<file path="src/bpse_pkg.sv">
// Shared types and constants for the beam power scale exponent block.
package bpse_pkg;

   localparam int LOG2_TABLE_SIZE_DEFAULT = 32;
   localparam int POWER_W = 16;
   localparam int FRAC_W = 24;
   localparam int EXP_W = 4;
   localparam int LOG_W = EXP_W + FRAC_W;
   localparam int SCALE_MAX = 15;

   typedef struct packed {
      logic [POWER_W-1:0] max_power;
      logic [POWER_W-1:0] power_log2;
   } peak_type;

   typedef struct packed {
      logic               zero;
      logic [POWER_W-1:0] power_log2;
      logic [LOG_W-1:0]   log_value;
   } log_type;

endpackage

</file>
<file path="src/bpse_if.sv">
// Valid/ready channel interfaces for beam samples and scale results.
interface bpse_req_if;
   logic                         valid;
   logic                         ready;
   logic signed [7:0]            sample_real;
   logic signed [7:0]            sample_imag;
   logic [bpse_pkg::POWER_W-1:0] power_log2;
   logic                         last_beam;

   modport source (output valid, sample_real, sample_imag, power_log2, last_beam,
                   input ready);
   modport sink (input valid, sample_real, sample_imag, power_log2, last_beam,
                 output ready);
endinterface

interface bpse_rsp_if;
   logic                       valid;
   logic                       ready;
   logic [bpse_pkg::EXP_W-1:0] scale_exponent;
   logic                       scale_zero;
   logic                       out_of_range;

   modport source (output valid, scale_exponent, scale_zero, out_of_range,
                   input ready);
   modport sink (input valid, scale_exponent, scale_zero, out_of_range,
                 output ready);
endinterface

</file>
<file path="src/bpse_peak.sv">
// Running maximum of sample power and capture of the cell on its last beam.
module bpse_peak (
   input  logic                         clock,
   input  logic                         reset,
   input  logic                         in_valid,
   output logic                         in_ready,
   input  logic signed [7:0]            sample_real,
   input  logic signed [7:0]            sample_imag,
   input  logic [bpse_pkg::POWER_W-1:0] power_log2,
   input  logic                         last_beam,
   output logic                         out_valid,
   input  logic                         out_ready,
   output bpse_pkg::peak_type           out_data
);
   import bpse_pkg::*;

   logic [POWER_W-1:0]        max_ff, max_in;
   logic                      valid_ff, valid_in;
   peak_type                  data_ff, data_in;
   logic signed [POWER_W-1:0] re_wide, im_wide;
   logic [POWER_W-1:0]        re_sq, im_sq, power, max_pick;
   logic                      accept;

   assign in_ready = !valid_ff || out_ready;
   assign accept = in_valid && in_ready;
   assign re_wide = POWER_W'(sample_real);
   assign im_wide = POWER_W'(sample_imag);
   assign re_sq = re_wide * re_wide;
   assign im_sq = im_wide * im_wide;
   assign power = re_sq + im_sq;
   assign max_pick = (power > max_ff) ? power : max_ff;

   always_comb begin
      max_in = max_ff;
      valid_in = valid_ff && !out_ready;
      data_in = data_ff;
      if (accept) begin
         max_in = last_beam ? '0 : max_pick;
         if (last_beam) begin
            valid_in = 1'b1;
            data_in.max_power = max_pick;
            data_in.power_log2 = power_log2;
         end
      end
   end

   always_ff @(posedge clock) begin
      if (reset) begin
         max_ff <= '0;
         valid_ff <= 1'b0;
      end else begin
         max_ff <= max_in;
         valid_ff <= valid_in;
      end
   end

   always_ff @(posedge clock) begin
      data_ff <= data_in;
   end

   assign out_valid = valid_ff;
   assign out_data = data_ff;

   a_clear_after_last: assert property (@(posedge clock) disable iff (reset)
      accept && last_beam |=> max_ff == '0)
      else $error("maximum not cleared after last beam");
   a_max_bound: assert property (@(posedge clock) disable iff (reset)
      max_ff <= POWER_W'(32768))
      else $error("maximum power out of bounds");
   a_max_monotonic: assert property (@(posedge clock) disable iff (reset)
      accept && !last_beam |=> max_ff >= $past(max_ff))
      else $error("maximum decreased within a cell");
   a_capture_holds_max: assert property (@(posedge clock) disable iff (reset)
      accept && last_beam |=> valid_ff && data_ff.max_power >= $past(max_ff))
      else $error("captured maximum below running maximum");

endmodule

</file>
<file path="src/bpse_log2.sv">
// Leading-one search and table lookup forming 2^24*log2 of the maximum power.
module bpse_log2 #(
   parameter int LOG2_TABLE_SIZE = bpse_pkg::LOG2_TABLE_SIZE_DEFAULT
) (
   input  logic                clock,
   input  logic                reset,
   input  logic                in_valid,
   output logic                in_ready,
   input  bpse_pkg::peak_type  in_data,
   output logic                out_valid,
   input  logic                out_ready,
   output bpse_pkg::log_type   out_data
);
   import bpse_pkg::*;

   localparam int IDX_W = (LOG2_TABLE_SIZE > 1) ? $clog2(LOG2_TABLE_SIZE) : 1;
   localparam int SIZE_W = $clog2(LOG2_TABLE_SIZE + 1);
   localparam int PROD_W = POWER_W + SIZE_W;

   typedef logic [FRAC_W-1:0] tbl_type [LOG2_TABLE_SIZE];

   function automatic tbl_type build_table();
      tbl_type     t;
      logic [63:0] y;
      logic [63:0] res;
      logic [63:0] rnd;
      for (int i = 0; i < LOG2_TABLE_SIZE; i++) begin
         y = ((64'(LOG2_TABLE_SIZE) + 64'(i)) << 31) / 64'(LOG2_TABLE_SIZE);
         res = '0;
         for (int k = 0; k < 32; k++) begin
            y = (y * y) >> 31;
            res = res << 1;
            if (y >= (64'd2 << 31)) begin
               y = y >> 1;
               res = res | 64'd1;
            end
         end
         rnd = (res + 64'd128) >> 8;
         t[i] = rnd[FRAC_W-1:0];
      end
      return t;
   endfunction

   localparam tbl_type LogTable = build_table();

   logic               valid_ff, valid_in;
   log_type            data_ff, data_in;
   logic [EXP_W-1:0]   lead;
   logic [POWER_W-1:0] frac;
   logic [PROD_W-1:0]  scaled;
   logic [PROD_W-1:0]  shifted;
   logic [IDX_W-1:0]   idx;
   logic               load;

   assign in_ready = !valid_ff || out_ready;
   assign load = in_valid && in_ready;

   always_comb begin
      lead = '0;
      for (int b = 1; b < POWER_W; b++) begin
         if (in_data.max_power[b]) begin
            lead = EXP_W'(b);
         end
      end
   end

   assign frac = in_data.max_power - (POWER_W'(1) << lead);
   assign scaled = PROD_W'(frac) * PROD_W'(LOG2_TABLE_SIZE);
   assign shifted = scaled >> lead;
   assign idx = (shifted >= PROD_W'(LOG2_TABLE_SIZE)) ? IDX_W'(LOG2_TABLE_SIZE - 1)
                                                     : shifted[IDX_W-1:0];

   always_comb begin
      valid_in = valid_ff && !out_ready;
      data_in = data_ff;
      if (load) begin
         valid_in = 1'b1;
         data_in.zero = (in_data.max_power == '0);
         data_in.power_log2 = in_data.power_log2;
         data_in.log_value = {lead, LogTable[idx]};
      end
   end

   always_ff @(posedge clock) begin
      if (reset) begin
         valid_ff <= 1'b0;
      end else begin
         valid_ff <= valid_in;
      end
   end

   always_ff @(posedge clock) begin
      data_ff <= data_in;
   end

   assign out_valid = valid_ff;
   assign out_data = data_ff;

endmodule

</file>
<file path="src/bpse_scale.sv">
// Difference, rounding and range check into the result register.
module bpse_scale (
   input  logic                       clock,
   input  logic                       reset,
   input  logic                       in_valid,
   output logic                       in_ready,
   input  bpse_pkg::log_type          in_data,
   output logic                       out_valid,
   input  logic                       out_ready,
   output logic [bpse_pkg::EXP_W-1:0] scale_exponent,
   output logic                       scale_zero,
   output logic                       out_of_range
);
   import bpse_pkg::*;

   localparam int DIFF_W = POWER_W + 16 + 1;
   localparam int MAG_W = DIFF_W - 1;
   localparam int RND_W = MAG_W + 1 - 25;

   logic               valid_ff;
   logic [EXP_W-1:0]   exp_ff, exp_in;
   logic               zero_ff, zero_in;
   logic               oor_ff, oor_in;
   logic [DIFF_W-1:0]  diff;
   logic               neg;
   logic [MAG_W-1:0]   mag;
   logic [MAG_W:0]     biased;
   logic [RND_W-1:0]   rounded;
   logic               wide;
   logic               load;

   assign in_ready = !valid_ff || out_ready;
   assign load = in_valid && in_ready;

   assign diff = {1'b0, in_data.power_log2, 16'd0} - DIFF_W'(in_data.log_value);
   assign neg = diff[DIFF_W-1];
   assign mag = neg ? MAG_W'(-diff) : diff[MAG_W-1:0];
   assign biased = {1'b0, mag} + (MAG_W+1)'(1 << 24);
   assign rounded = biased[MAG_W:25];
   assign wide = (rounded > RND_W'(SCALE_MAX)) || (neg && rounded != '0);

   always_comb begin
      zero_in = in_data.zero;
      oor_in = !in_data.zero && wide;
      exp_in = (in_data.zero || wide) ? '0 : rounded[EXP_W-1:0];
   end

   always_ff @(posedge clock) begin
      if (reset) begin
         valid_ff <= 1'b0;
      end else if (in_ready) begin
         valid_ff <= in_valid;
      end
   end

   always_ff @(posedge clock) begin
      if (load) begin
         exp_ff <= exp_in;
         zero_ff <= zero_in;
         oor_ff <= oor_in;
      end
   end

   assign out_valid = valid_ff;
   assign scale_exponent = exp_ff;
   assign scale_zero = zero_ff;
   assign out_of_range = oor_ff;

endmodule

</file>
<file path="src/beam_power_scale_exponent.sv">
// Top level: beam power scale exponent, peak capture, log2 and scale stages.
//
//  channel  dir  handshake            payload
//  req_bus  in   valid/ready          sample_real, sample_imag, power_log2, last_beam
//  rsp_bus  out  valid/ready          scale_exponent, scale_zero, out_of_range
//
//  One transaction per cycle on req_bus while ready; non-last beams only update the max.
//  A last-beam transaction's result passes through the peak, log2 and scale registers.
//  Reset clears the running maximum and all stage valid flags.
//  Each stage holds while the next one is full and stalled; req_bus.ready drops only
//  when all three stages hold a transaction and rsp_bus.ready is low.
module beam_power_scale_exponent #(
   parameter int LOG2_TABLE_SIZE = bpse_pkg::LOG2_TABLE_SIZE_DEFAULT
) (
   input  logic      clock,
   input  logic      reset,
   bpse_req_if.sink  req_bus,
   bpse_rsp_if.source rsp_bus
);
   import bpse_pkg::*;

   peak_type peak_data;
   log_type  log_data;
   logic     peak_valid, peak_ready;
   logic     log_valid, log_ready;

   bpse_peak u_peak (
      .clock       (clock),
      .reset       (reset),
      .in_valid    (req_bus.valid),
      .in_ready    (req_bus.ready),
      .sample_real (req_bus.sample_real),
      .sample_imag (req_bus.sample_imag),
      .power_log2  (req_bus.power_log2),
      .last_beam   (req_bus.last_beam),
      .out_valid   (peak_valid),
      .out_ready   (peak_ready),
      .out_data    (peak_data)
   );

   bpse_log2 #(
      .LOG2_TABLE_SIZE (LOG2_TABLE_SIZE)
   ) u_log2 (
      .clock     (clock),
      .reset     (reset),
      .in_valid  (peak_valid),
      .in_ready  (peak_ready),
      .in_data   (peak_data),
      .out_valid (log_valid),
      .out_ready (log_ready),
      .out_data  (log_data)
   );

   bpse_scale u_scale (
      .clock          (clock),
      .reset          (reset),
      .in_valid       (log_valid),
      .in_ready       (log_ready),
      .in_data        (log_data),
      .out_valid      (rsp_bus.valid),
      .out_ready      (rsp_bus.ready),
      .scale_exponent (rsp_bus.scale_exponent),
      .scale_zero     (rsp_bus.scale_zero),
      .out_of_range   (rsp_bus.out_of_range)
   );

endmodule

</file>
<file path="src/flat_wrapper.sv">
// flat-port wrapper written by rule: the top's interface ports become plain ports
module beam_power_scale_exponent_flat import bpse_pkg::*;
#(
   parameter int LOG2_TABLE_SIZE = bpse_pkg::LOG2_TABLE_SIZE_DEFAULT
)
  (clock, reset, req_bus_valid, req_bus_sample_real, req_bus_sample_imag, req_bus_power_log2, req_bus_last_beam, req_bus_ready, rsp_bus_valid, rsp_bus_scale_exponent, rsp_bus_scale_zero, rsp_bus_out_of_range, rsp_bus_ready);
  bpse_req_if req_bus_i ();
  bpse_rsp_if rsp_bus_i ();
  input  logic clock;
  input  logic reset;
  input wire logic [$bits(req_bus_i.valid)-1:0] req_bus_valid;
  input wire logic [$bits(req_bus_i.sample_real)-1:0] req_bus_sample_real;
  input wire logic [$bits(req_bus_i.sample_imag)-1:0] req_bus_sample_imag;
  input wire logic [$bits(req_bus_i.power_log2)-1:0] req_bus_power_log2;
  input wire logic [$bits(req_bus_i.last_beam)-1:0] req_bus_last_beam;
  output wire logic [$bits(req_bus_i.ready)-1:0] req_bus_ready;
  output wire logic [$bits(rsp_bus_i.valid)-1:0] rsp_bus_valid;
  output wire logic [$bits(rsp_bus_i.scale_exponent)-1:0] rsp_bus_scale_exponent;
  output wire logic [$bits(rsp_bus_i.scale_zero)-1:0] rsp_bus_scale_zero;
  output wire logic [$bits(rsp_bus_i.out_of_range)-1:0] rsp_bus_out_of_range;
  input wire logic [$bits(rsp_bus_i.ready)-1:0] rsp_bus_ready;
  assign req_bus_i.valid = req_bus_valid;
  assign req_bus_i.sample_real = req_bus_sample_real;
  assign req_bus_i.sample_imag = req_bus_sample_imag;
  assign req_bus_i.power_log2 = req_bus_power_log2;
  assign req_bus_i.last_beam = req_bus_last_beam;
  assign req_bus_ready = req_bus_i.ready;
  assign rsp_bus_valid = rsp_bus_i.valid;
  assign rsp_bus_scale_exponent = rsp_bus_i.scale_exponent;
  assign rsp_bus_scale_zero = rsp_bus_i.scale_zero;
  assign rsp_bus_out_of_range = rsp_bus_i.out_of_range;
  assign rsp_bus_i.ready = rsp_bus_ready;
  beam_power_scale_exponent #(.LOG2_TABLE_SIZE(LOG2_TABLE_SIZE)) u_core (.clock(clock), .reset(reset), .req_bus(req_bus_i), .rsp_bus(rsp_bus_i));
endmodule
</file>
<file path="config.mk">
export PLATFORM = sky130hd
export DESIGN_NAME = beam_power_scale_exponent_flat
export DESIGN_NICKNAME = d
export VERILOG_FILES = /design/src/bpse_pkg.sv /design/src/bpse_if.sv /design/src/bpse_peak.sv /design/src/bpse_log2.sv /design/src/bpse_scale.sv /design/src/beam_power_scale_exponent.sv /design/src/flat_wrapper.sv
export SDC_FILE = /design/constraint.sdc
export NUM_CORES = 1
export LEC_CHECK = 0
export ABC_AREA = 1
export BUFFER_PORTS_ARGS = -buffer_cell sky130_fd_sc_hd__buf_4
export CAP_MARGIN = 5
export CORE_MARGIN = 8
export CORE_UTILIZATION = 59
export DETAILED_ROUTE_END_ITERATION = 8
export GPL_TIMING_DRIVEN = 0
export PLACE_DENSITY = 0.79
export SETUP_SLACK_MARGIN = 0.2
export SYNTH_ARGS = -nofsm -noshare
export SYNTH_HDL_FRONTEND = slang
export SYNTH_SLANG_ARGS = --single-unit
</file>
<file path="constraint.sdc">
create_clock -name clock -period 7.55 [get_ports clock]
set_clock_uncertainty 0.1 [all_clocks]
set_input_delay 0.3775 -clock clock [delete_from_list [all_inputs] [get_ports clock]]
set_output_delay 0.3775 -clock clock [all_outputs]
set_load 0.03 [all_outputs]
</file>
[Word level (Yosys, flattened, before mapping)]
Memory sizes are Yosys's and may differ from the RTL's. A register that Yosys moved wholly into a read port is not among the register bits.
Index checks and enable logic that the tools add are counted.
Word-level totals
  register bits after elaboration: 102
  ROM bits: 768
  input port bits: 37
  memories: 1
Memory list
  (name not given): depth 32, width 24, rd ports 1, clocked after Yosys merged registers in 1, wr ports 0, RTL line bpse_log2.sv:80  | data_in.log_value = {lead, LogTable[idx]};
Cells by class
  add/sub/neg operators: 5
  multiply operators: 2
  magnitude comparators: 4
  shift-type cells: 2
  muxes and demuxes: 24
  bitwise logic cells: 1
  reduce and logical (&&, ||, !) cells: 21
Operators by type and width (count)
  4-bit two-way mux: 14
  24-bit two-way mux: 2
  32-bit by 25-bit adder with 33-bit output, second input constant: 1
  32-bit by 28-bit subtractor with 33-bit output: 1
  8-bit by 8-bit multiplier with 16-bit output: 2
  16-bit two-way mux: 2
  32-bit two-way mux: 1
  32-bit negation: 1
  22-bit by 6-bit >= comparator with 1-bit output, second input constant: 1
  21-bit by 4-bit right shift with 22-bit output: 1
  16-bit adder: 1
  16-bit greater-than comparator: 1
  16-bit zero test: 1
  1-bit by 4-bit left shift with 16-bit output, first input constant: 1
  16-bit subtractor: 1
  8-bit by 4-bit greater-than comparator with 1-bit output, second input constant: 1
  8-bit nonzero test: 1
  1-bit logical AND: 7
  6-bit >= comparator, second input constant: 1
  1-bit zero test: 6
  5-bit inverter with 6-bit output: 1
  1-bit logical OR: 5
  5-bit two-way mux: 1
  1-bit two-way mux: 4
  2-bit AND reduction: 1

[Logic depth before layout (Yosys ltp)]
Gate-level depths: netlist of the first run.
  word-level depth: 24
  mapped depth: 47

[Hierarchy]
A second synthesis of the first run with hierarchy kept.
Unflattened totals
  cells, all modules: 2103
  area, all modules: 14691.6 sq um
Modules (own cells, without submodules)
  bpse_peak: times used 1, cells an instance 826, area each 7115.6 sq um
  bpse_log2: times used 1, cells an instance 752, area each 4898.4 sq um
  bpse_scale: times used 1, cells an instance 525, area each 2677.6 sq um

[Worst setup path after synthesis of the first run]
No wires, ideal clock.
  path kind: in2reg
  start point: input req_bus_sample_imag[7]
  end point: register u_core.u_peak.data_ff, in the netlist u_core.u_peak.out_data[27], data pin
  library setup time: 276 ps
  arrival: 6836 ps
  data required time: 7174 ps
  setup slack: 339 ps
  stages on the path: 34
  buffers on the path: 2
  path through: clkbuf_1 -> nand2_1 -> inv_1 -> fa_1 -> fa_1 -> inv_1 -> fa_1 -> fa_1 -> fa_1 -> inv_1 -> fa_1 -> ha_1 -> inv_1 -> o21bai_1 -> a21oi_1 -> o21bai_1 -> nand3_1 -> nand2_1 -> nand2_1 -> inv_1 -> nor2_1 -> o21bai_1 -> xor2_1 -> inv_1 -> ha_1 -> nand2_1 -> nor2_1 -> a2111oi_0 -> nand2_1 -> nand2_1 -> inv_1 -> clkbuf_1 -> nand2_1 -> o21ai_0
On the way
  longest elaborated chain between the ends: 4
RTL lines
  start: declaration: RTL line flat_wrapper.sv:13  | input wire logic [$bits(req_bus_i.sample_imag)-1:0] req_bus_sample_imag;
  8-bit by 8-bit multiplier with 16-bit output *: RTL line bpse_peak.sv:29  | assign im_sq = im_wide * im_wide;
  16-bit adder *: RTL line bpse_peak.sv:30  | assign power = re_sq + im_sq;
  16-bit greater-than comparator: RTL line bpse_peak.sv:31  | assign max_pick = (power > max_ff) ? power : max_ff;
  16-bit two-way mux *: RTL line bpse_peak.sv:31
  net u_core.u_peak.max_pick[11]: RTL line bpse_peak.sv:21  | logic [POWER_W-1:0] re_sq, im_sq, power, max_pick;
  end signal: assignment: RTL line bpse_peak.sv:58  | data_ff <= data_in;
  end: declaration: RTL line bpse_peak.sv:19  | peak_type data_ff, data_in;
The timed path passes the listed nets; every way through them passes the cells marked *.
A chain may end at the register's enable or synchronous reset.

[Worst setup path after layout of the first run]
  start point: input req_bus_sample_real[1]
  end point: register u_core.u_peak.max_ff[3]
On the way
  longest elaborated chain between the ends: 5
RTL lines
  start: declaration: RTL line flat_wrapper.sv:12  | input wire logic [$bits(req_bus_i.sample_real)-1:0] req_bus_sample_real;
  8-bit by 8-bit multiplier with 16-bit output *: RTL line bpse_peak.sv:28  | assign re_sq = re_wide * re_wide;
  16-bit adder *: RTL line bpse_peak.sv:30
  16-bit greater-than comparator: RTL line bpse_peak.sv:31
  16-bit two-way mux *: RTL line bpse_peak.sv:31
  net u_core.u_peak.max_pick[3]: RTL line bpse_peak.sv:21
  16-bit two-way mux *: RTL line bpse_peak.sv:38  | max_in = last_beam ? '0 : max_pick;
  end signal: assignment: RTL line bpse_peak.sv:52  | max_ff <= max_in;
  end: declaration: RTL line bpse_peak.sv:17  | logic [POWER_W-1:0] max_ff, max_in;
Marked as above.

==> results of run 1 <==
## through the flow
stage	area, sq um	setup slack, ns	TNS (ns)	hold WS, ns
2_1_floorplan	13000	0.339	0	0.300
3_3_place_gp	13600	-0.909	-24.14	0.303
3_5_place_dp	13600	-1.11	-30.12	0.305
4_1_cts	14100	0.200	0	0.0725
5_1_grt	14400	0.0795	0	0.0694
6_report	14400	0.396	0	0.0824
## worst paths after layout
path                                              from                              endpoint  slack, ns
setup / recovery                req_bus_sample_real[1]  u_core.u_peak.max_ff[3]$_SDFFE_PP0P_       0.40
hold / removal                   req_bus_power_log2[4]   u_core.u_peak.out_data[4]$_DFFE_PP_       0.08
setup reg to reg  u_core.u_peak.out_data[31]$_DFFE_PP_   u_core.u_log2.out_data[4]$_DFFE_PP_       0.77
hold reg to reg   u_core.u_peak.out_data[14]$_DFFE_PP_  u_core.u_log2.out_data[42]$_DFFE_PP_       0.32
## sequential cells by signal, summed over array words and instances, names as in the netlist
register,count
u_core.u_log2.out_data,45
u_core.u_log2.out_valid,1
u_core.u_peak.max_ff,16
u_core.u_peak.out_data,32
u_core.u_peak.out_valid,1
u_core.u_scale.out_of_range,1
u_core.u_scale.out_valid,1
u_core.u_scale.scale_exponent,4
u_core.u_scale.scale_zero,1
## kinds of logic after synthesis
family          after synthesis  share of synthesized area [%]
fa+ha+maj                   223                           28.4
compound gates              142                           6.19
flops                       102                           22.2
xor+xnor                     69                           4.67
buf+inv                     392                           11.9
simple gates                798                           26.7
## layout by cell type, fill, tap and decap left out, types with 19 or more instances in the layout
cell	count
o21ai_0	28
xor2_1	44
xnor2_1	25
fa_1	116
nand2_1	463
ha_1	102
dfxtp_1	19
nor2_1	93
nand4_1	19
nand3_1	153
edfxtp_1	83
a21oi_1	53
inv_1	321
buf_4	63
## per-layer routing
layer | GRT usage [%] | routed length, microns | up-vias
li1 | - | - | 5553
met1 | 29.5 | 13100 | 5380
met2 | 42.7 | 16800 | 355
met3 | 2.98 | 1690 | 86
met4 | 11.3 | 1420 | 0
met5 | 0 | 0 | -
## critical path, delay by kind of cell
kind	cells	cell delay [ns]
fa+ha+maj	8	3.71
xor+xnor	1	0.21
compound gates	10	1.38
simple gates	10	0.80
buf+inv	8	0.79
## area by class of cell
class / instances / area (sq um)
Fill cell: 1780 / 7240
Tap cell: 280 / 350
Timing Repair Buffer: 62 / 519
Inverter: 339 / 1290
Clock buffer: 9 / 225
Sequential cell: 102 / 2870
Clock inverter: 7 / 101
Multi-Input combinational cell: 1232 / 8770
Buffer: 50 / 324
## repair_timing
item	4_1_cts	5_1_grt
endpoints found under the setup margin	32	32
gates cloned	0	1
setup buffers	14	7
pin swaps	11	29
gates resized for setup	29	98
==> summary.md, run 1 <==
| Metric | Value |
|---|---|
| Status | `finished, final reports clean` |
| Yosys top cell by area | `edfxtp_1` |
| GRT Total Usage | `24.4%` |
| CTS Buffer Depth | `2` |
| Slew at the pin closest to its max-slew limit | `1.18 ns` |
| Fin cells | `2081` |
| Placeable core area | `0.0217 sq mm` |
| Dpl cells | `2046` |
| Clk_lat worst skew | `0.36 ns` |
| Syn nets | `1986` |
| Syn Std Cell Area | `0.0130 sq mm` |
| Crit Path Class | `in2reg` |
| Register area share after synthesis | `22.2%` |
| CTS Hold Bufs | `0` |
| Die footprint | `0.0269 sq mm` |
| Die height | `164 microns` |
| HPWL Detailed | `26000 microns` |
| Initial antenna violation count | `0` |
| RD Place Congestion | `0.922` |
| Vias | `11400` |
| Total CTS buffers | `9` |
| WP data arrival | `7.29 ns` |
| Hold Crit Class | `in2reg` |
| Worst-path clk slew | `0.08 ns` |
| Ys Warns | `0` |
| Largest net degree at the start of global routing | `46` |
| Total clock sinks | `102` |
| IO buf count | `38` |
| Most frequent cell after synthesis | `nand2_1` |
| Number of synthesized register bits | `102` |
| Worst rel slew slack | `21.2%` |
| Fin. max-slew vios | `0` |
| Post-layout util | `66.6%` |
| Layout Nets | `2056` |
| Share of cells above drive strength 1 | `11.7%` |
| Final Hold Fails | `0` |
| Slowest cell delay on critical path | `0.57 ns` |
| Initial Util | `59.7%` |
| H-Tree Depth | `3` |
| Fmax | `0.140 GHz` |
| Startpoint types | `input pin` |
| Final antenna diode count | `0` |
| RSZ-0062 raised after global routing | `true` |
| Crit path max-delay cell type | `fa_1` |
| Max-Cap Viols | `0` |
| Vias in the first global route | `11100` |
| Avg Cell Area, Syn | `7.50 sq um` |
| Commonest cells in the netlist | `474 x nand2_1, 332 x inv_1, 153 x nand3_1, 118 x fa_1, 105 x ha_1` |
| # setup viols final | `0` |
| Total wire length | `33000 microns` |
| Starting DRT DRC Count | `897` |
| Routed len/inst | `15.9 microns` |
| Number of enable flip-flop cells after synthesis | `83` |
| Yosys top cell area share | `19.2%` |
| IO Pins | `45` |
| Fin crit share | `94.8%` |
| Via density | `5.47` |
| Drt drc | `0` |
| Die width | `164 microns` |
| R2r worst-path depth | `36` |
| Row count | `54` |
| TritonRoute pass-1 iters | `5` |
| GR Overflow Total | `0` |
| Global-route wire length before repair | `52800 microns` |
| CTS tree | `yes` |
| Most common cell on crit path | `fa_1` |
| CP endpoint kind | `flop` |
| Min Tclk post-route | `7.15 ns` |
| Crit path max fanout | `7` |
| Main synth FF type | `edfxtp_1` |
| Cell depth of the worst hold path | `1` |
| ANT nets after route | `0` |
| Data required, critical path | `7.68 ns` |
| Cell count after synthesis | `1726` |
| Layout area overhead | `11.6%` |
| Synth area leaders | `edfxtp_1 19%, fa_1 18%, nand2_1 14%, ha_1 10%, inv_1 9.6%` |
| Async SR Flop Fraction | `0%` |
| Netlist cell types | `54` |
| Root Buffer | `clkbuf_16` |
Power of run 1 is not shown: default switching activity piles up to over one toggle a cycle in this logic, so the estimate is an artifact.
==> inputs of run 2 (changes only) <==
CORE_UTILIZATION = 30   (was 59)
PLACE_DENSITY = unset   (was 0.79)
==> run 2 against run 1 <==
Flip-flop and latch count did not move. Die area grew 86%. Critical path depth decreased by 3. Critical endpoint is now u_core.u_peak.max_ff[12]$_SDFFE_PP0P_. Utilization fell by 32 points. Worst setup slack better by 0.046 ns. Wire length fell by 1.4%. Cell area rose by 3.5%.
==> summary.md, run 2 (synthesis gave the netlist of run 1 again) <==
| Metric | Value |
|---|---|
| # setup viols final | `0 (unchanged)` |
| WP data arrival | `7.30 ns (about the same)` |
| Largest net degree at the start of global routing | `46 (unchanged)` |
| GR Overflow Total | `0 (unchanged)` |
| IO Pins | `45 (unchanged)` |
| Fillcell total | `4495 (+150%)` |
| Flip-flop count of the largest register after layout | `45 (unchanged)` |
| Row count | `76 (+41%)` |
| Die width | `224 microns (+36%)` |
| Crit path max fanout | `8 (+1)` |
| Vias | `11100 (-2.0%)` |
| Layout area overhead | `15.4%` |
| Die footprint | `0.0501 sq mm (+86%)` |
| Min Tclk post-route | `7.11 ns (-0.0455 ns)` |
| CP endpoint kind | `flop` |
| Placeable core area | `0.0429 sq mm (+98%)` |
| ANT nets after route | `0 (unchanged)` |
| Crit Path Class | `in2reg` |
| Clk_lat worst skew | `0.36 ns (about the same)` |
| TritonRoute pass-1 iters | `5 (unchanged)` |
| R2r worst-path depth | `38 (+5.6%)` |
| Fin crit share | `94.2% (-0.60 points)` |
| R2R Path End | `u_core.u_log2.out_data[6]$_DFFE_PP_` |
| Die height | `224 microns (+36%)` |
| Hold Path End | `u_core.u_peak.out_data[3]$_DFFE_PP_` |
| Routed len/inst | `13.6 microns (-14%)` |
| Fmax | `0.141 GHz (+0.64%)` |
| Layout Nets | `2062 (+0.29%)` |
| Share of cells above drive strength 1 | `12.7% (+0.96 points)` |
| Drt drc | `0 (unchanged)` |
| Total CTS buffers | `9 (unchanged)` |
| Status | `finished, final reports clean` |
| GRT Total Usage | `12.9% (-11 points)` |
| Startpoint types | `input pin` |
| Final Hold Fails | `0 (unchanged)` |
| Crit path max-delay cell type | `fa_1` |
| Commonest cells after routing, fill and taps aside | `459 x nand2_1, 321 x inv_1, 153 x nand3_1` |
| Total wire length | `32600 microns (-1.4%)` |
| CTS Buffer Depth | `2 (unchanged)` |
| Hold Crit Class | `in2reg` |
| H-Tree Depth | `3 (unchanged)` |
| Worst-path clk slew | `0.08 ns (about the same)` |
| Max-Cap Viols | `0 (unchanged)` |
| Fin. max-slew vios | `0 (unchanged)` |
| Initial Util | `30.2% (-30 points)` |
| RD Place Congestion | `0.931 (+0.97%)` |
| Via density | `4.66 (-15%)` |
| Final antenna diode count | `0 (unchanged)` |
| CTS tree | `yes` |
| Post-route setup TNS | `0 ns (unchanged)` |
| Slowest cell delay on critical path | `0.59 ns (+0.02 ns)` |
| Total clock sinks | `102 (unchanged)` |
| Vias in the first global route | `11200 (+1.1%)` |
| HPWL Detailed | `26400 microns (+1.5%)` |
| Starting DRT DRC Count | `748 (-17%)` |
| Cell depth of the worst hold path | `1 (unchanged)` |
| Initial antenna violation count | `0 (unchanged)` |
| IO buf count | `38 (unchanged)` |
| R2R setup slack | `0.79 ns (+0.02 ns)` |
| Worst rel slew slack | `36.5% (+15 points)` |
| Crit Reg-Reg Startpoint | `u_core.u_peak.out_data[31]$_DFFE_PP_` |
| Data required, critical path | `7.74 ns (+0.06 ns)` |
| RSZ-0062 raised after global routing | `true` |
| Min-Delay Startpoint | `req_bus_power_log2[3]` |
| Root Buffer | `clkbuf_16` |
| Global-route wire length before repair | `53800 microns (+1.9%)` |
| Most common cell after layout, fill and taps aside | `nand2_1` |
| Slew at the pin closest to its max-slew limit | `0.950 ns (-0.233 ns)` |
-- run 2: worst max-delay path by stage --
stage	cells after the start	slack, ns	startpoint	to
floorplan	34	0.34	req_bus_sample_imag[7]	u_core.u_peak.out_data[27]$_DFFE_PP_
global placement	35	-1.08	req_bus_sample_real[0]	u_core.u_peak.max_ff[12]$_SDFFE_PP0P_
detailed placement	33	-1.08	req_bus_sample_imag[0]	u_core.u_peak.max_ff[11]$_SDFFE_PP0P_
CTS	35	0.20	req_bus_sample_real[0]	u_core.u_peak.max_ff[12]$_SDFFE_PP0P_
global route	34	0.18	req_bus_sample_real[5]	u_core.u_peak.max_ff[12]$_SDFFE_PP0P_
finish	34	0.44	req_bus_sample_real[5]	u_core.u_peak.max_ff[12]$_SDFFE_PP0P_
-- run 2: area by class of cell --
cell class	count	area [sq um]	share of cell area, %
buffer	49	335	2.24
clock buffer	9	225	1.51
clock inverter	7	68.8	0.460
inverter	339	1290	8.65
multi-input combinational	1232	8850	59.2
sequential	102	2870	19.2
tap	585	732	4.90
timing repair buffer	69	574	3.84
-- run 2: worst max-delay path: cells and delay by family --
| family | cells | cell delay [ns] |
|---|---|---|
| buffers and inverters | 6 | 0.46 |
| AOI/OAI and AO/OA | 12 | 1.94 |
| and+or+nand+nor | 7 | 0.77 |
| xor gates and xnor gates | 1 | 0.17 |
| adders and majority gates | 8 | 3.57 |
-- run 2: repair_timing --
item | CTS | global route
buffers inserted | 4 | 25
gates cloned | 0 | 2
endpoints found under the setup margin | 32 | 36
hold buffers | 0 | 0
pin swaps | 3 | 47
gates resized for setup | 25 | 128
-- run 2: layer usage --
layer	vias to the layer above	track usage, %	share of wire [%]
met5	-	0	0
met4	0	3.72	2.4
met3	55	1.66	3.9
met2	251	23.2	51
met1	5282	16.1	43
li1	5558	-	-
-- run 2: per-stage QoR --
stage | util [%] | instances | setup WS, ns | hold slack [ns] | area, sq um
global route | 34.9 | 2392 | 0.181 | 0.0809 | 14900
finish | 34.9 | 2392 | 0.441 | 0.0883 | 14900
detailed placement | 32.6 | 2349 | -1.08 | 0.305 | 14000
global placement | 32.6 | 2349 | -1.08 | 0.308 | 14000
floorplan | - | 1726 | 0.339 | 0.300 | 13000
CTS | 33.4 | 2365 | 0.205 | 0.0808 | 14300
Power of run 2 is left out for the same reason.
==> inputs of run 3 (changes only) <==
REMOVE_ABC_BUFFERS = 1   (was unset)
==> run 3 against run 2 <==
Fmax up 0.29%. Die area unchanged. Via count shrank 4.4%. First-iteration DRC count down 34%. Register-to-register slack about the same. Cell count is 2.1% lower. Global-route usage decreased by 0.81 points. Utilization decreased by 1.0 points. Worst hold slack better by 0.011 ns. Sequential share of layout area up 0.58 points. Critical path type unchanged.
==> summary.md, run 3 (synthesis gave the netlist of run 1 again) <==
| Metric | Value |
|---|---|
| Status | `finished, final reports clean` |
| Startpoint types | `input pin` |
| TritonRoute pass-1 iters | `5 (unchanged)` |
| Vias | `10700 (-4.4%)` |
| Max-Cap Viols | `0 (unchanged)` |
| Worst hold slack | `0.0992 ns (+0.0108 ns)` |
| Drt drc | `0 (unchanged)` |
| CTS tree | `yes` |
| Routed len/inst | `13.1 microns (-3.9%)` |
| Row count | `76 (unchanged)` |
| Design Area, Final | `0.0145 sq mm (-2.9%)` |
| Setup WS post-layout | `0.462 ns (+0.0209 ns)` |
| Layout area overhead | `12.1%` |
| Total clock sinks | `102 (unchanged)` |
| GRT Total Usage | `12.1% (-0.81 points)` |
| Total CTS buffers | `9 (unchanged)` |
| Min Tclk post-route | `7.09 ns (-0.0209 ns)` |
| CTS Hold Bufs | `0 (unchanged)` |
| Root Buffer | `clkbuf_16` |
| Flip-flop count of the largest register after layout | `45 (unchanged)` |
| Layout Nets | `2010 (-2.5%)` |
| Worst-path clk slew | `0.08 ns (about the same)` |
| Fin crit share | `93.9% (-0.28 points)` |
| Share of cells above drive strength 1 | `9.52% (-3.2 points)` |
| Placeable core area | `0.0429 sq mm (unchanged)` |
| ANT nets after route | `0 (unchanged)` |
| M3 GR Usage | `1.57% (-0.092 points)` |
| Met2 global-route usage | `21.6% (-1.5 points)` |
| Die height | `224 microns (unchanged)` |
| Place WS | `-0.933 ns (+0.144 ns)` |
| Largest net degree at the start of global routing | `46 (unchanged)` |
| Die width | `224 microns (unchanged)` |
| Worst rel slew slack | `22.3% (-14 points)` |
| IO Pins | `45 (unchanged)` |
| Data required, critical path | `7.74 ns (about the same)` |
| Most common cell after layout, fill and taps aside | `nand2_1` |
| IO buf count | `44 (+16%)` |
| Clk_lat worst skew | `0.36 ns (about the same)` |
| Global-route wire length before repair | `50600 microns (-5.9%)` |
| H-Tree Depth | `3 (unchanged)` |
| Die footprint | `0.0501 sq mm (unchanged)` |
| Initial antenna violation count | `1 (+1)` |
| Initial Util | `30.2% (unchanged)` |
| Via density | `4.55 (-2.3%)` |
| HPWL Detailed | `24900 microns (-5.7%)` |
| CP endpoint kind | `flop` |
| Fmax | `0.141 GHz (+0.29%)` |
| Total wire length | `30600 microns (-6.0%)` |
| Commonest cells after routing, fill and taps aside | `471 x nand2_1, 323 x inv_1, 153 x nand3_1` |
| Crit path max-delay cell type | `fa_1` |
| CTS Buffer Depth | `2 (unchanged)` |
| Slew at the pin closest to its max-slew limit | `1.16 ns (+0.211 ns)` |
| Final Hold Fails | `0 (unchanged)` |
| Global Route met1 Usage | `15.0% (-1.1 points)` |
| GR Overflow Total | `0 (unchanged)` |
| Starting DRT DRC Count | `496 (-34%)` |
| Crit Path Class | `in2reg` |
| Fin. max-slew vios | `0 (unchanged)` |
| # setup viols final | `0 (unchanged)` |
| Crit path max fanout | `9 (+1)` |
| WP data arrival | `7.28 ns (-0.02 ns)` |
| Vias in the first global route | `10500 (-5.9%)` |
| RD Place Congestion | `0.901 (-3.3%)` |
| Fillcell total | `4501 (+0.13%)` |
| Hold Crit Class | `in2reg` |
| Slowest cell delay on critical path | `0.56 ns (-0.03 ns)` |
| Grt peak-use layer | `met2` |
| RSZ-0062 raised after global routing | `false` |
| Post-route setup TNS | `0 ns (unchanged)` |
| Area after DPL | `0.0138 sq mm (-1.4%)` |
## run 3: stage by stage
step / utilization (%) / cells
final: 33.8 / 2341
after global routing: 33.8 / 2340
after CTS: 33.0 / 2322
after detailed placement: 32.1 / 2303
after global placement: 32.1 / 2302
after floorplan: - / 1673
## run 3: layer usage
| layer | wire (microns) | share of wire, % | vias up |
|---|---|---|---|
| met5 | 0 | 0 | - |
| met2 | 15100 | 49 | 191 |
| met3 | 1080 | 3.5 | 43 |
| met1 | 13700 | 45 | 4973 |
| met4 | 756 | 2.5 | 0 |
| li1 | - | - | 5447 |
## run 3: worst paths after layout
path	end	startpoint	slack (ns)	cells past startpoint
max	u_core.u_peak.max_ff[10]$_SDFFE_PP0P_	req_bus_sample_real[0]	0.46	34
min reg2reg	u_core.u_log2.out_data[37]$_DFFE_PP_	u_core.u_peak.out_data[9]$_DFFE_PP_	0.32	0
max reg2reg	u_core.u_log2.out_data[15]$_DFFE_PP_	u_core.u_peak.out_data[31]$_DFFE_PP_	0.78	37
min	u_core.u_peak.out_data[1]$_DFFE_PP_	req_bus_power_log2[1]	0.1	1
## run 3: layout make-up
class,instances,area [sq um],share of cell area (%)
repair buffers,64,557,3.84
well taps,585,732,5.04
repair inverters,1,5.00,0.0345
diodes,1,2.50,0.0172
multi-input cells,1233,8730,60.2
flip-flops and latches,102,2870,19.8
clock inverters,6,61.3,0.422
clock buffers,10,250,1.72
inverters,339,1300,8.95
## run 3: worst max-delay path: cells and delay by family
family / cells / cell delay (ns)
buffers and inverters: 6 / 0.62
AO/OA/AOI/OAI: 12 / 1.82
AND/OR/NAND/NOR: 7 / 0.74
XOR/XNOR: 1 / 0.10
adder cells (fa/ha/maj): 8 / 3.59
## run 3: repair_timing
action	4_1_cts	5_1_grt
resized for setup	17	50
setup buffers	3	15
gates cloned	0	3
pin swaps	1	32
endpoints found under the setup margin	40	55
Power of run 3 is left out for the same reason.
